===== src/design/scrp_pkg.sv =====
// Shared types and constants for the serial camera response parser.
// Holds the beat payload structs, the response and status codes and the byte tables.
// No dependencies; the engine, the top level and the testbench import it.
`default_nettype none

package scrp_pkg;

   // Input beat operations
   localparam logic OP_START = 1'b0;
   localparam logic OP_BYTE  = 1'b1;

   // Expected response kinds
   localparam logic [1:0] KIND_RESET_ACK = 2'd0;
   localparam logic [1:0] KIND_BASIC_ACK = 2'd1;
   localparam logic [1:0] KIND_GET_SIZE  = 2'd2;
   localparam logic [1:0] KIND_DATA      = 2'd3;

   // Result status codes
   localparam logic [1:0] STATUS_OK          = 2'd0;
   localparam logic [1:0] STATUS_HEADER_BAD  = 2'd1;
   localparam logic [1:0] STATUS_FOOTER_BAD  = 2'd2;
   localparam logic [1:0] STATUS_INIT_TIMEOUT = 2'd3;

   // Configuration register indexes
   localparam logic CSR_CHUNK_BYTES = 1'b0;
   localparam logic CSR_SEARCH_LIMIT = 1'b1;

   localparam logic [7:0] CHUNK_BYTES_RESET  = 8'd32;
   localparam logic [7:0] SEARCH_LIMIT_RESET = 8'd128;

   // Protocol bytes
   localparam logic [7:0] SYNC_BYTE      = 8'h76;
   localparam logic [7:0] ZERO_BYTE      = 8'h00;
   localparam logic [7:0] RESET_CODE     = 8'h26;
   localparam logic [7:0] SIZE_CODE      = 8'h34;
   localparam logic [7:0] DATA_CODE      = 8'h32;
   localparam logic [7:0] SIZE_LEN_BYTE  = 8'h04;
   localparam logic [7:0] MARK_LEAD      = 8'hFF;
   localparam logic [7:0] MARK_END       = 8'hD9;

   localparam logic [3:0] MSG_LEN    = 4'd10;
   localparam logic [7:0] FOOTER_LEN = 8'd5;

   typedef struct packed {
      logic       op;
      logic [1:0] response_kind;
      logic [7:0] ack_code;
      logic [7:0] rx_byte;
   } req_type;

   typedef struct packed {
      logic [7:0]  data_out;
      logic        data_keep;
      logic        done_res;
      logic [1:0]  status;
      logic [7:0]  chunk_count;
      logic        end_of_image;
      logic [15:0] image_size;
   } rsp_type;

   typedef struct packed {
      logic [7:0] chunk_bytes;
      logic [7:0] char_search_limit;
   } cfg_type;

   // Power-on message "Init end" CR LF
   function automatic logic [7:0] init_char(input logic [3:0] idx);
      logic [7:0] c;
      case (idx)
         4'd0: c = 8'h49;
         4'd1: c = 8'h6E;
         4'd2: c = 8'h69;
         4'd3: c = 8'h74;
         4'd4: c = 8'h20;
         4'd5: c = 8'h65;
         4'd6: c = 8'h6E;
         4'd7: c = 8'h64;
         4'd8: c = 8'h0D;
         4'd9: c = 8'h0A;
         default: c = 8'h00;
      endcase
      return c;
   endfunction

   // Header length of each response kind
   function automatic logic [7:0] header_len(input logic [1:0] kind);
      logic [7:0] n;
      case (kind)
         KIND_RESET_ACK: n = 8'd4;
         KIND_BASIC_ACK: n = 8'd5;
         KIND_GET_SIZE:  n = 8'd7;
         default:        n = 8'd5;
      endcase
      return n;
   endfunction

endpackage

`default_nettype wire


===== src/design/scrp_req_if.sv =====
// Input channel of the serial camera response parser: valid/ready plus one item.
// Depends on nothing.
`default_nettype none

interface scrp_req_if;
   logic       valid;
   logic       ready;
   logic       op;
   logic [1:0] response_kind;
   logic [7:0] ack_code;
   logic [7:0] rx_byte;

   modport source (output valid, output op, output response_kind, output ack_code,
                   output rx_byte, input ready);
   modport sink   (input valid, input op, input response_kind, input ack_code,
                   input rx_byte, output ready);
endinterface

`default_nettype wire


===== src/design/scrp_rsp_if.sv =====
// Result channel of the serial camera response parser: valid/ready plus one result.
// Depends on nothing.
`default_nettype none

interface scrp_rsp_if;
   logic        valid;
   logic        ready;
   logic [7:0]  data_out;
   logic        data_keep;
   logic        done_res;
   logic [1:0]  status;
   logic [7:0]  chunk_count;
   logic        end_of_image;
   logic [15:0] image_size;

   modport source (output valid, output data_out, output data_keep, output done_res,
                   output status, output chunk_count, output end_of_image,
                   output image_size, input ready);
   modport sink   (input valid, input data_out, input data_keep, input done_res,
                   input status, input chunk_count, input end_of_image,
                   input image_size, output ready);
endinterface

`default_nettype wire


===== src/design/scrp_engine.sv =====
// Response parsing state machine: consumes one item per step and forms the result.
// Depends on scrp_pkg.
`default_nettype none

module scrp_engine
   import scrp_pkg::*;
(
   input  wire logic    clock,
   input  wire logic    reset,
   input  wire logic    step_en,
   input  wire req_type item,
   input  wire cfg_type cfg,
   output logic         res_valid,
   output rsp_type      res
);

   typedef enum logic [2:0] {
      PH_IDLE, PH_HEADER, PH_SEARCH, PH_SIZE, PH_PAYLOAD, PH_FOOTER
   } phase_type;

   phase_type  phase_ff, phase_in;
   logic [7:0] byte_index_ff, byte_index_in;
   logic [1:0] kind_ff, kind_in;
   logic [7:0] code_ff, code_in;
   logic       header_ok_ff, header_ok_in;
   logic [7:0] previous_ff, previous_in;
   logic       marker_ff, marker_in;
   logic [7:0] image_count_ff, image_count_in;
   logic [7:0] size_high_ff, size_high_in;
   logic [3:0] msg_index_ff, msg_index_in;
   logic [7:0] search_count_ff, search_count_in;

   logic [7:0] expect_hdr;
   logic [7:0] expect_ftr;
   logic [8:0] index_next;
   logic [8:0] search_next;
   logic       hdr_ok_next;
   logic       ftr_ok_next;
   logic [7:0] b;

   assign b          = item.rx_byte;
   assign index_next = {1'b0, byte_index_ff} + 9'd1;
   assign search_next = {1'b0, search_count_ff} + 9'd1;

   // Expected header and footer byte at the current position
   always_comb begin
      case (byte_index_ff)
         8'd0: expect_hdr = SYNC_BYTE;
         8'd2: begin
            case (kind_ff)
               KIND_RESET_ACK: expect_hdr = RESET_CODE;
               KIND_BASIC_ACK: expect_hdr = code_ff;
               KIND_GET_SIZE:  expect_hdr = SIZE_CODE;
               default:        expect_hdr = DATA_CODE;
            endcase
         end
         8'd4:    expect_hdr = (kind_ff == KIND_GET_SIZE) ? SIZE_LEN_BYTE : ZERO_BYTE;
         default: expect_hdr = ZERO_BYTE;
      endcase
      case (byte_index_ff)
         8'd0:    expect_ftr = SYNC_BYTE;
         8'd2:    expect_ftr = DATA_CODE;
         default: expect_ftr = ZERO_BYTE;
      endcase
   end

   assign hdr_ok_next = header_ok_ff & (b == expect_hdr);
   assign ftr_ok_next = header_ok_ff & (b == expect_ftr);

   // Next state and result of one step
   always_comb begin
      phase_in        = phase_ff;
      byte_index_in   = byte_index_ff;
      kind_in         = kind_ff;
      code_in         = code_ff;
      header_ok_in    = header_ok_ff;
      previous_in     = previous_ff;
      marker_in       = marker_ff;
      image_count_in  = image_count_ff;
      size_high_in    = size_high_ff;
      msg_index_in    = msg_index_ff;
      search_count_in = search_count_ff;
      res_valid       = 1'b0;
      res             = '0;

      if (step_en) begin
         if (item.op == OP_START) begin
            // Arm a new response, dropping any in progress
            kind_in         = item.response_kind;
            code_in         = item.ack_code;
            phase_in        = PH_HEADER;
            byte_index_in   = '0;
            header_ok_in    = 1'b1;
            previous_in     = '0;
            marker_in       = 1'b0;
            image_count_in  = '0;
            size_high_in    = '0;
            msg_index_in    = '0;
            search_count_in = '0;
         end else begin
            case (phase_ff)
               PH_HEADER: begin
                  header_ok_in = hdr_ok_next;
                  if (index_next < {1'b0, header_len(kind_ff)}) begin
                     byte_index_in = index_next[7:0];
                  end else begin
                     byte_index_in = '0;
                     if (!hdr_ok_next) begin
                        res_valid = 1'b1;
                        res.done_res = 1'b1;
                        res.status = STATUS_HEADER_BAD;
                        phase_in = PH_IDLE;
                     end else begin
                        case (kind_ff)
                           KIND_RESET_ACK: phase_in = PH_SEARCH;
                           KIND_BASIC_ACK: begin
                              res_valid = 1'b1;
                              res.done_res = 1'b1;
                              res.status = STATUS_OK;
                              phase_in = PH_IDLE;
                           end
                           KIND_GET_SIZE: phase_in = PH_SIZE;
                           default: phase_in = (cfg.chunk_bytes == 8'd0) ? PH_FOOTER
                                                                          : PH_PAYLOAD;
                        endcase
                     end
                  end
               end

               PH_SEARCH: begin
                  // Count the byte, then time out or match the next character
                  if (search_next > {1'b0, cfg.char_search_limit}) begin
                     res_valid = 1'b1;
                     res.done_res = 1'b1;
                     res.status = STATUS_INIT_TIMEOUT;
                     phase_in = PH_IDLE;
                  end else begin
                     search_count_in = search_next[7:0];
                     if (msg_index_ff < MSG_LEN && b == init_char(msg_index_ff)) begin
                        msg_index_in = msg_index_ff + 4'd1;
                        search_count_in = '0;
                        if (msg_index_ff + 4'd1 >= MSG_LEN) begin
                           res_valid = 1'b1;
                           res.done_res = 1'b1;
                           res.status = STATUS_OK;
                           phase_in = PH_IDLE;
                        end
                     end
                  end
               end

               PH_SIZE: begin
                  if (byte_index_ff == 8'd0) begin
                     size_high_in = b;
                     byte_index_in = 8'd1;
                  end else begin
                     res_valid = 1'b1;
                     res.done_res = 1'b1;
                     res.status = STATUS_OK;
                     res.image_size = {size_high_ff, b};
                     phase_in = PH_IDLE;
                  end
               end

               PH_PAYLOAD: begin
                  // Pass the byte through; keep it until the end marker has passed
                  if (byte_index_ff != 8'd0 && previous_ff == MARK_LEAD && b == MARK_END) begin
                     marker_in = 1'b1;
                  end
                  if (!marker_ff) begin
                     image_count_in = image_count_ff + 8'd1;
                  end
                  previous_in   = b;
                  res_valid     = 1'b1;
                  res.data_out  = b;
                  res.data_keep = ~marker_ff;
                  if (index_next >= {1'b0, cfg.chunk_bytes}) begin
                     byte_index_in = '0;
                     header_ok_in  = 1'b1;
                     phase_in      = PH_FOOTER;
                  end else begin
                     byte_index_in = index_next[7:0];
                  end
               end

               PH_FOOTER: begin
                  header_ok_in = ftr_ok_next;
                  if (index_next < {1'b0, FOOTER_LEN}) begin
                     byte_index_in = index_next[7:0];
                  end else begin
                     byte_index_in = '0;
                     res_valid = 1'b1;
                     res.done_res = 1'b1;
                     res.status = ftr_ok_next ? STATUS_OK : STATUS_FOOTER_BAD;
                     res.chunk_count = image_count_ff;
                     res.end_of_image = marker_ff;
                     phase_in = PH_IDLE;
                  end
               end

               default: phase_in = PH_IDLE;
            endcase
         end
      end
   end

   // Hold parser state
   always_ff @(posedge clock) begin
      if (reset) begin
         phase_ff        <= PH_IDLE;
         byte_index_ff   <= '0;
         kind_ff         <= '0;
         code_ff         <= '0;
         header_ok_ff    <= 1'b1;
         previous_ff     <= '0;
         marker_ff       <= 1'b0;
         image_count_ff  <= '0;
         size_high_ff    <= '0;
         msg_index_ff    <= '0;
         search_count_ff <= '0;
      end else begin
         phase_ff        <= phase_in;
         byte_index_ff   <= byte_index_in;
         kind_ff         <= kind_in;
         code_ff         <= code_in;
         header_ok_ff    <= header_ok_in;
         previous_ff     <= previous_in;
         marker_ff       <= marker_in;
         image_count_ff  <= image_count_in;
         size_high_ff    <= size_high_in;
         msg_index_ff    <= msg_index_in;
         search_count_ff <= search_count_in;
      end
   end

endmodule

`default_nettype wire


===== src/design/serial_camera_response_parser.sv =====
// Serial camera response parser: top level with input stage, result stage and registers.
// Depends on scrp_pkg, scrp_req_if, scrp_rsp_if and scrp_engine.
//
// Usage:
//   req_chan carries one item per beat: a start (op 0) naming the expected
//   response, or one byte received from the camera (op 1).
//   rsp_chan carries at most one result per item: a payload byte passed
//   through during a data chunk, or a done result with status, chunk count,
//   end-of-image flag and picture size.
//   csr_* writes chunk_bytes (index 0) and char_search_limit (index 1);
//   write only while no item is in flight.
// Timing: an item is held in the input register and parsed into the result
//   register, so a result reaches rsp_chan through both registers. One item is
//   taken every cycle while rsp_chan.ready does not stall the result stage; the
//   per-byte compare and count logic is combinational between the two registers.
// Reset: synchronous; both stages empty, parser idle, registers at 32 and 128.
// Stall: while rsp_chan.ready is low a waiting result holds, the input
//   register fills, and then req_chan.ready drops until the result is taken.
`default_nettype none

module serial_camera_response_parser
   import scrp_pkg::*;
(
   input  wire logic  clock,
   input  wire logic  reset,
   scrp_req_if.sink   req_chan,
   scrp_rsp_if.source rsp_chan,
   input  wire logic  csr_write_enable,
   input  wire logic  csr_index,
   input  wire logic [7:0] csr_write_data
);

   cfg_type cfg_ff;
   logic    in_valid_ff;
   req_type in_data_ff;
   logic    out_valid_ff;
   rsp_type out_data_ff;
   logic    advance;
   logic    step_valid;
   rsp_type step_res;

   // Result stage can load when empty or being drained
   assign advance        = ~out_valid_ff | rsp_chan.ready;
   assign req_chan.ready = ~in_valid_ff | advance;

   // Configuration registers
   always_ff @(posedge clock) begin
      if (reset) begin
         cfg_ff.chunk_bytes       <= CHUNK_BYTES_RESET;
         cfg_ff.char_search_limit <= SEARCH_LIMIT_RESET;
      end else if (csr_write_enable) begin
         case (csr_index)
            CSR_CHUNK_BYTES:  cfg_ff.chunk_bytes       <= csr_write_data;
            CSR_SEARCH_LIMIT: cfg_ff.char_search_limit <= csr_write_data;
            default: ;
         endcase
      end
   end

   // Input stage: capture a beat whenever the stage is free or moving
   always_ff @(posedge clock) begin
      if (reset) begin
         in_valid_ff <= 1'b0;
      end else if (req_chan.ready) begin
         in_valid_ff <= req_chan.valid;
      end
   end

   always_ff @(posedge clock) begin
      if (req_chan.ready && req_chan.valid) begin
         in_data_ff.op            <= req_chan.op;
         in_data_ff.response_kind <= req_chan.response_kind;
         in_data_ff.ack_code      <= req_chan.ack_code;
         in_data_ff.rx_byte       <= req_chan.rx_byte;
      end
   end

   scrp_engine u_engine (
      .clock     (clock),
      .reset     (reset),
      .step_en   (in_valid_ff & advance),
      .item      (in_data_ff),
      .cfg       (cfg_ff),
      .res_valid (step_valid),
      .res       (step_res)
   );

   // Result stage: load on advance, hold while stalled
   always_ff @(posedge clock) begin
      if (reset) begin
         out_valid_ff <= 1'b0;
      end else if (advance) begin
         out_valid_ff <= in_valid_ff & step_valid;
      end
   end

   always_ff @(posedge clock) begin
      if (advance && in_valid_ff && step_valid) begin
         out_data_ff <= step_res;
      end
   end

   assign rsp_chan.valid        = out_valid_ff;
   assign rsp_chan.data_out     = out_data_ff.data_out;
   assign rsp_chan.data_keep    = out_data_ff.data_keep;
   assign rsp_chan.done_res     = out_data_ff.done_res;
   assign rsp_chan.status       = out_data_ff.status;
   assign rsp_chan.chunk_count  = out_data_ff.chunk_count;
   assign rsp_chan.end_of_image = out_data_ff.end_of_image;
   assign rsp_chan.image_size   = out_data_ff.image_size;

endmodule

`default_nettype wire


===== src/flat_wrapper.sv =====
// flat-port wrapper written by rule: the top's interface ports become plain ports
module serial_camera_response_parser_flat import scrp_pkg::*;
  (clock, reset, csr_write_enable, csr_index, csr_write_data, req_chan_valid, req_chan_op, req_chan_response_kind, req_chan_ack_code, req_chan_rx_byte, req_chan_ready, rsp_chan_valid, rsp_chan_data_out, rsp_chan_data_keep, rsp_chan_done_res, rsp_chan_status, rsp_chan_chunk_count, rsp_chan_end_of_image, rsp_chan_image_size, rsp_chan_ready);
  scrp_req_if req_chan_i ();
  scrp_rsp_if rsp_chan_i ();
  input  wire logic clock;
  input  wire logic reset;
  input  wire logic csr_write_enable;
  input  wire logic csr_index;
  input  wire logic [7:0] csr_write_data;
  input wire logic [$bits(req_chan_i.valid)-1:0] req_chan_valid;
  input wire logic [$bits(req_chan_i.op)-1:0] req_chan_op;
  input wire logic [$bits(req_chan_i.response_kind)-1:0] req_chan_response_kind;
  input wire logic [$bits(req_chan_i.ack_code)-1:0] req_chan_ack_code;
  input wire logic [$bits(req_chan_i.rx_byte)-1:0] req_chan_rx_byte;
  output wire logic [$bits(req_chan_i.ready)-1:0] req_chan_ready;
  output wire logic [$bits(rsp_chan_i.valid)-1:0] rsp_chan_valid;
  output wire logic [$bits(rsp_chan_i.data_out)-1:0] rsp_chan_data_out;
  output wire logic [$bits(rsp_chan_i.data_keep)-1:0] rsp_chan_data_keep;
  output wire logic [$bits(rsp_chan_i.done_res)-1:0] rsp_chan_done_res;
  output wire logic [$bits(rsp_chan_i.status)-1:0] rsp_chan_status;
  output wire logic [$bits(rsp_chan_i.chunk_count)-1:0] rsp_chan_chunk_count;
  output wire logic [$bits(rsp_chan_i.end_of_image)-1:0] rsp_chan_end_of_image;
  output wire logic [$bits(rsp_chan_i.image_size)-1:0] rsp_chan_image_size;
  input wire logic [$bits(rsp_chan_i.ready)-1:0] rsp_chan_ready;
  assign req_chan_i.valid = req_chan_valid;
  assign req_chan_i.op = req_chan_op;
  assign req_chan_i.response_kind = req_chan_response_kind;
  assign req_chan_i.ack_code = req_chan_ack_code;
  assign req_chan_i.rx_byte = req_chan_rx_byte;
  assign req_chan_ready = req_chan_i.ready;
  assign rsp_chan_valid = rsp_chan_i.valid;
  assign rsp_chan_data_out = rsp_chan_i.data_out;
  assign rsp_chan_data_keep = rsp_chan_i.data_keep;
  assign rsp_chan_done_res = rsp_chan_i.done_res;
  assign rsp_chan_status = rsp_chan_i.status;
  assign rsp_chan_chunk_count = rsp_chan_i.chunk_count;
  assign rsp_chan_end_of_image = rsp_chan_i.end_of_image;
  assign rsp_chan_image_size = rsp_chan_i.image_size;
  assign rsp_chan_i.ready = rsp_chan_ready;
  serial_camera_response_parser u_core (.clock(clock), .reset(reset), .req_chan(req_chan_i), .rsp_chan(rsp_chan_i), .csr_write_enable(csr_write_enable), .csr_index(csr_index), .csr_write_data(csr_write_data));
endmodule

===== config.mk =====
export PLATFORM = sky130hd
export DESIGN_NAME = serial_camera_response_parser_flat
export DESIGN_NICKNAME = d
export VERILOG_FILES = /design/src/design/scrp_pkg.sv /design/src/design/scrp_req_if.sv /design/src/design/scrp_rsp_if.sv /design/src/design/scrp_engine.sv /design/src/design/serial_camera_response_parser.sv /design/src/flat_wrapper.sv
export SDC_FILE = /design/constraint.sdc
export NUM_CORES = 1
export LEC_CHECK = 0
export BUFFER_PORTS_ARGS = -buffer_cell sky130_fd_sc_hd__buf_2
export CAP_MARGIN = 0
export CORE_ASPECT_RATIO = 0.5
export CORE_UTILIZATION = 53
export DETAILED_ROUTE_END_ITERATION = 10
export PLACE_DENSITY = 0.76
export SLEW_MARGIN = 20
export SYNTH_ARGS = -nofsm -noshare
export SYNTH_HDL_FRONTEND = slang
export SYNTH_SLANG_ARGS = --single-unit

===== constraint.sdc =====
create_clock -name clock -period 4.49 [get_ports clock]
set_input_delay 0.2245 -clock clock [delete_from_list [all_inputs] [get_ports clock]]
set_output_delay 0.2245 -clock clock [all_outputs]
set_load 0.005 [all_outputs]

==> results of run 1 <==
==> worst max path at each step <==
stage                                                         endpoint                                            start  slack (ns)  depth (start not counted)
final                                                        flip-flop  u_core.u_engine.search_count_ff[2]$_SDFFE_PP0P_        0.68                         13
after CTS                                                    flip-flop  u_core.u_engine.search_count_ff[2]$_SDFFE_PP0P_        0.70                         13
after detailed placement                                     flip-flop  u_core.u_engine.search_count_ff[2]$_SDFFE_PP0P_        0.81                         13
after floorplan           u_core.rsp_chan.chunk_count[0]$_SDFFCE_PP0P_  u_core.u_engine.search_count_ff[2]$_SDFFE_PP0P_        0.71                         12
after global placement                                       flip-flop  u_core.u_engine.search_count_ff[2]$_SDFFE_PP0P_        0.98                         13
after global routing                                         flip-flop  u_core.u_engine.search_count_ff[2]$_SDFFE_PP0P_        0.45                         13
==> sequential cells by signal, indices dropped and copies added, names as in the netlist, 2 cells and up, named ones only <==
signal,cells
u_core.u_engine.code_ff,8
u_core.rsp_chan.status,2
u_core.rsp_chan.data_out,8
u_core.rsp_chan.image_size,16
u_core.cfg_ff,16
u_core.u_engine.kind_ff,2
u_core.u_engine.size_high_ff,8
u_core.u_engine.byte_index_ff,8
u_core.u_engine.phase_ff,3
u_core.in_data_ff,19
u_core.rsp_chan.chunk_count,8
u_core.u_engine.previous_ff,8
u_core.u_engine.msg_index_ff,4
u_core.u_engine.image_count_ff,8
u_core.u_engine.search_count_ff,8
==> cells in the mapped netlist (4+ instances only) <==
master	count
nor2_1	63
nand2_1	81
xor2_1	14
nor3b_1	4
and3_1	12
o31ai_1	4
o21ai_0	29
a211oi_1	4
nand2b_1	11
a22oi_1	10
nand4_1	13
ha_1	25
nor3_1	13
a21oi_1	67
a21o_1	6
o211ai_1	4
edfxtp_1	56
dfxtp_1	84
inv_1	30
a211o_1	5
clkbuf_1	32
nor2b_1	11
nand3_1	26
and2_1	41
xnor2_1	17
or3_1	6
==> kinds of logic (layout without fill, tap and decap cells) <==
family          Yosys count  after routing  share of synthesized area
simple gates            306            306                     0.2289
compound gates          162            162                     0.1526
flops                   140            140                     0.4900
buf+inv                  68            157                    0.03901
xor+xnor                 31             31                    0.03956
fa+ha+maj                25             25                    0.04557
mux                       3              3                   0.004375
==> worst max-delay path: stages, from the launching register on <==
cell	delay (ns)
dfxtp_1	0.40
and3_1	0.25
and3_1	0.27
nand3_1	0.12
xnor2_1	0.15
ha_1	0.30
nand3_1	0.12
a211o_1	0.31
and4bb_2	0.25
or3_1	0.56
a32oi_1	0.39
nor2_1	0.18
a211oi_1	0.29
a21oi_1	0.08
==> area by class of cell <==
cell class	instances	area share
Clock buffer	17	0.05259
Clock inverter	15	0.01856
Inverter	30	0.01392
Multi-Input combinational cell	527	0.4015
Sequential cell	140	0.4158
Tap cell	165	0.02552
Timing Repair Buffer	95	0.07208
==> power by group through the flow <==
| stage | Clock (mW) | Sequential [mW] | Combinational [mW] |
|---|---|---|---|
| floorplan | 0 | 1.38 | 0.107 |
| global placement | 0 | 1.41 | 0.128 |
| detailed placement | 0 | 1.41 | 0.131 |
| CTS | 1.37 | 1.39 | 0.145 |
| global route | 1.44 | 1.39 | 0.163 |
| finish | 1.37 | 1.39 | 0.147 |
==> layer usage <==
metal / global-route usage / routed length [um] / up-vias
met5: 0 / 0 / -
met4: 0.09065 / 243 / 0
met3: 0.05495 / 1258 / 27
met2: 0.4060 / 7326 / 237
met1: 0.3434 / 7555 / 2710
li1: - / - / 2774
==> layout by cell type, fill, tap and decap left out, types with 14 or more instances in the layout <==
cell type	instances
dfxtp_1	84
nand2_1	81
buf_2	71
a21oi_1	67
nor2_1	63
edfxtp_1	56
and2_1	41
inv_1	30
o21ai_0	29
nand3_1	26
ha_1	25
dlygate4sd3_1	19
xnor2_1	17
clkbuf_16	17
xor2_1	14
==> metrics by stage <==
step	hold slack [ns]	setup slack (ns)
after detailed placement	0.4026	0.8100
after CTS	0.03265	0.7034
after global routing	0.05437	0.4461
final	0.04000	0.6810
after floorplan	0.3234	0.7137
after global placement	0.4013	0.9759
==> results.md, run 1 <==
* Register cell area after layout at approximately 3400 sq um
* Layout Nets at roughly 870
* Final Cycle Share at 0.8483
* Final hold violation count at 0
* Number of standard cells in the final layout excluding fillers at 989
* Actual slew at the worst max-slew pin at 0.9337 ns
* Combinational share of power at 0.051
* Final Max Tran Viols at 0
* Drt wl/cell at 16.57 um
* Leak pwr at ~3.3 nW
* Part of the power in the clock network at 0.472
* Asr flop ratio synth at 0
* Post-synthesis cell type with the largest combined area: dfxtp_1
* Insertion delay of the later-clocked pin in the worst-skew pair at about 0.4 ns
* Wire length of the first global-routing pass at between 20 and 30 mm
* P&R area growth vs syn at 17.85%
* Initial DRC count at around 500
* Number of cell instances on the worst register-to-register path at 13
* Port Buf Inserts at just over 70
* Fraction of final layout cells with drive strength greater than 1 at 0.1481
* Number of clock buffers inserted by TritonCTS at 17
* Clock period minus worst slack at approximately 3.8 ns
* DR pass1 iterations at 5
* Post-detail-place hpwl at around 11 mm
* Total nets after synthesis at slightly below 800
* Post-synth top area share at 0.2450
* Fraction of the yosys area taken by sequential cells at 0.4900
* Vias per Instance at approximately 5.8
* Remaining max-slew budget at the tightest pin at 0.3775
* Gate count of the mapped netlist at 735
* Filler Cells Inserted at 987
* Top flip-flop cell by instance count after synthesis: dfxtp_1
* Required time at the endpoint of the critical path at about 4.8 ns
* Max Clock Skew at roughly 0.007 ns
* Number of antenna violations at the first check in global routing at 0
* P_int at 2.187 mW
* # setup viols final at 0
* Utilization of the core after routing at 0.6616
* Hold Path Cell Cnt at 3
* Outcome: complete, no violations
* CP endpoint kind: flip-flop
* Clock transition at the register clock pins on the worst setup and hold paths after CTS at approximately 0.06 ns
* R2R setup slack at around 0.68 ns
* Total area of multi-input combinational cells at about 3200 sq um
* Clock Tree Root: clkbuf_16
* Routability cong. at 0.9013
* Number of maximum-capacitance violations at 0
* Core region area at between 10000 and 15000 sq um
* Worst-path maximum fanout at 13
* Total wire length at around 16 mm
* Startpoint type of the worst setup path: flip-flop
* Share of power burned in registers at 0.478
* Chip Height at 82.47 um
* Inserted Diodes at 0
* Number of hold buffers added after CTS at 19
* Rows at 28
* Endpoint, Worst Hold: u_core.in_valid_ff$_SDFFE_PP0N_
* Number of distinct library cells after synthesis at between 60 and 70
* Sink count of the clock tree at 140
* Worst flop-to-flop path startpoint: u_core.u_engine.search_count_ff[2]$_SDFFE_PP0P_
* H-tree depth at 4
* Post-synth design cell area at 6864 sq um
* Maximum buffer depth of the clock tree at 2
* TritonCTS clock tree: yes
* Leading cell types by total area after synthesis: dfxtp_1, edfxtp_1, a21oi_1
* Flops & latches, synth at 140
* Die area at 13440 sq um
* Largest voltage drop on the vdd net at between 0.0002 and 0.00025 V
* Max Clk Rate at around 260 MHz
* YS warnings at 0
* Cell area after placement at ~7300 sq um
* Vias in the first global route at between 5000 and 6000
* Startpoint-to-endpoint class of the critical path: flip-flop to flip-flop
* Number of post-CTS setup repair buffers at 0
* Horizontal extent of the die at ~160 um
* Starting density of the core at 0.5614
* Data arrival at the endpoint of the critical path at about 4 ns
* Total GRT Usage at 0.2540
* Pin count of the biggest net entering global routing at 35
* Unrepaired setup endpoints after global routing: no
* Switching portion of total power at 0.2470
* Worst Min Path Start: req_chan_valid
* Overall power consumption at 2.904 mW
* Class of the tightest hold or removal check: input port to flip-flop
* Via Count at around 5700
* Total I/O pin count at between 70 and 80
* DRT antenna net count at 0
* Post-placement cell count at between 900 and 1000
* Number of cells upsized or downsized after cts at 0
* Ratio of total power to cell area at 359.0 nW/um^2
* TNS Setup at 0 ns
* Syn avg cell area at approximately 9.3 sq um
* Post-synth EDFFs at 56
* Summed area of non-filler cells in the final layout at ~8100 sq um
* Net switching power at ~700 uW
* Total global routing overflow at 0
* Number of DRC violations after detailed routing at 0
Note: power is estimated with default switching activity, not from simulation.
==> run 2, diff against run 1 <==
Settings changed: CORE_UTILIZATION 53 to 55, PLACE_DENSITY 0.76 to 0.75.
Clock period 4.49 ns to 3.68 ns, I/O delays scaled along.
==> run 2 against run 1 <==
Net effect: wire length grew 3.3%; clock power increased by 27%; clock skew grew 0.00059 ns; via count increased by 1.1%; flip-flop and latch count did not move; critical path depth unchanged; maximum frequency up 8.9%; cell count rose by 0.81%; count of clock-buffer cells in the layout unchanged; critical path type unchanged; largest power group is now clock; highest routed layer unchanged.
==> results.md, run 2 (synthesized netlist as in run 1, its figures left out) <==
* Pin count of the biggest net entering global routing at 40 (+14%)
* DR pass1 iterations at 5 (unchanged)
* Maximum cell stage delay along the critical path at 0.42 ns (-0.14 ns)
* Number of clock buffers inserted by TritonCTS at 17 (unchanged)
* Total global routing overflow at 0 (unchanged)
* Clock Tree Root: clkbuf_16
* Core region area at 11980 sq um (-2.0%)
* Class of the tightest hold or removal check: input port to flip-flop
* Overall power consumption at 3.622 mW (+25%)
* Inserted Diodes at 0 (unchanged)
* Worst flop-to-flop path startpoint: u_core.u_engine.search_count_ff[2]$_SDFFE_PP0P_
* Chip Height at 81.00 um (-1.8%)
* Final Cycle Share at 0.9509 (+0.1026)
* Starting density of the core at 0.5729 (+0.01149)
* Drt wl/cell at 16.97 um (+2.5%)
* TritonCTS clock tree: yes
* Total I/O pin count at 72 (unchanged)
* Remaining max-slew budget at the tightest pin at 0.3683 (-0.009210)
* Insertion delay of the later-clocked pin in the worst-skew pair at 0.42 ns (about the same)
* # setup viols final at 0 (unchanged)
* Largest voltage drop on the vdd net at 0.0003136 V (+26%)
* Data arrival at the endpoint of the critical path at 3.84 ns (-0.25 ns)
* R2R setup slack at 0.18 ns (-0.50 ns)
* Die area at 12960 sq um (-3.6%)
* Clock period minus worst slack at 3.499 ns (-0.3097 ns)
* Pre-CTS WS at 0.1222 ns (-0.6878 ns)
* Via Count at 5814 (+1.1%)
* Clock transition at the register clock pins on the worst setup and hold paths after CTS at 0.07 ns (about the same)
* Rows at 28 (unchanged)
* P&R area growth vs syn at 20.09%
* Final setup margin at 0.1808 ns (-0.5003 ns)
* Worst-path maximum fanout at 7 (-6)
* Number of antenna violations at the first check in global routing at 0 (unchanged)
* Unrepaired setup endpoints after global routing: no
* Maximum buffer depth of the clock tree at 2 (unchanged)
* Final hold violation count at 0 (unchanged)
* Post-detail-place hpwl at 11.46 mm (+2.6%)
* Startpoint type of the worst setup path: flip-flop
* Cell Chain, Critical Path: and3_4 -> and3_2 -> nand3_1 -> xnor2_1 -> ha_1 -> nand3_1 -> a211o_1 -> and4bb_2 -> or3_4 -> a32oi_2 -> nor2_1 -> a211o_1 -> o31ai_1
* Critical-path cell with the highest stage delay: dfxtp_1
* Most frequent cells in the layout: nand2_1, dfxtp_1, buf_2, a21oi_1, nor2_1
* Cell area after placement at 7381 sq um (+0.79%)
* Reg with most FFs: u_core.in_data_ff
* Horizontal extent of the die at 160.0 um (-1.8%)
* Ratio of total power to cell area at 439.5 nW/um^2 (+22%)
* Largest register FFs at 19 (unchanged)
* Number of cell instances on the worst register-to-register path at 13 (unchanged)
* Outcome: complete, no violations
* Summed area of non-filler cells in the final layout at 8243 sq um (+1.9%)
* Start point of the critical path: u_core.u_engine.search_count_ff[2]$_SDFFE_PP0P_
* Layout Nets at 877 (+0.92%)
* Actual slew at the worst max-slew pin at 0.9403 ns (+0.006580 ns)
* Vias in the first global route at 5345 (+1.7%)
* Max Clk Rate at 285.8 MHz (+8.9%)
* Port Buf Inserts at 71 (unchanged)
* Fraction of final layout cells with drive strength greater than 1 at 0.1683 (+0.02021)
* Wire length of the first global-routing pass at 26.83 mm (+2.8%)
* Total wire length at 16.92 mm (+3.3%)
* Number of DRC violations after detailed routing at 0 (unchanged)
* Startpoint-to-endpoint class of the critical path: flip-flop to flip-flop
* Total GRT Usage at 0.2663 (+0.01236)
* DRT antenna net count at 0 (unchanged)
* Leak pwr at 3.301 nW (+1.5%)
* CP endpoint kind: flip-flop
* Number of maximum-capacitance violations at 0 (unchanged)
* Worst slack on hold paths at 0.01083 ns (-0.02918 ns)
* H-tree depth at 4 (unchanged)
* Final Max Tran Viols at 0 (unchanged)
* Routability cong. at 0.9398 (+4.3%)
* Vias per Instance at 5.831 (+0.34%)
* Filler Cells Inserted at 962 (-2.5%)
* TNS Setup at 0 ns (unchanged)
* Max Clock Skew at 0.007600 ns (+0.0005945 ns)
* Required time at the endpoint of the critical path at 4.02 ns (-0.75 ns)
* Initial DRC count at 474 (-5.4%)
* Sink count of the clock tree at 140 (unchanged)
-- run 2: power breakdown --
part	internal (mW)	switching [mW]	total, mW	leakage, nW
clock	1.02	0.722	1.74	0.289
sequential	1.64	0.0507	1.69	1.29
combinational	0.0777	0.110	0.188	1.72
total	2.74	0.882	3.62	3.30
-- run 2: worst min path at each step --
stage	cells after the start	to	from
floorplan	0	u_core.in_data_ff[0]$_DFFE_PP_	req_chan_rx_byte[0]
global placement	1	u_core.in_data_ff[12]$_DFFE_PP_	req_chan_ack_code[4]
detailed placement	1	u_core.in_data_ff[3]$_DFFE_PP_	req_chan_rx_byte[3]
CTS	3	u_core.cfg_ff[8]$_SDFFE_PP0P_	csr_write_data[0]
global route	2	u_core.cfg_ff[13]$_SDFFE_PP1P_	csr_write_data[5]
finish	3	u_core.cfg_ff[8]$_SDFFE_PP0P_	csr_write_data[0]
-- run 2: timing repair --
item                                    4_1_cts  5_1_grt
hold endpoints to repair                     20        0
endpoints found under the setup margin        0       11
buffers inserted                              0        1
gates resized for setup                       0       13
hold buffers                                 20        0
-- run 2: final cells by class --
type,instances,area [sq um],area share
inverter,30,112.6,0.01366
sequential,140,3369,0.4088
clock buffer,17,425.4,0.05161
timing repair buffer,103,658.1,0.07984
multi-input combinational,527,3289,0.3991
tap,165,206.4,0.02505
clock inverter,15,181.4,0.02201
-- run 2: worst max-delay path: cells and delay by family, from the launching register on --
kind                     cells  cell delay (ns)
AO/OA/AOI/OAI                4             1.00
adder cells (fa/ha/maj)      1             0.30
XOR/XNOR                     1             0.15
AND/OR/NAND/NOR              7             1.54
flip-flops                   1             0.42
-- run 2: stage by stage --
step                instances  utilization
finish                    997       0.6880
global route              997       0.6880
CTS                       996       0.6834
detailed placement        944       0.6160
global placement          944       0.6160
floorplan                 735            -
-- run 2: metal layers --
layer  vias to the layer above  share of wire  global-route usage
li1                       2795              -                   -
met3                        23          0.070             0.05107
met4                         0          0.013             0.08000
met5                         -              0                   0
met1                      2769           0.47              0.3662
met2                       227           0.45              0.4313
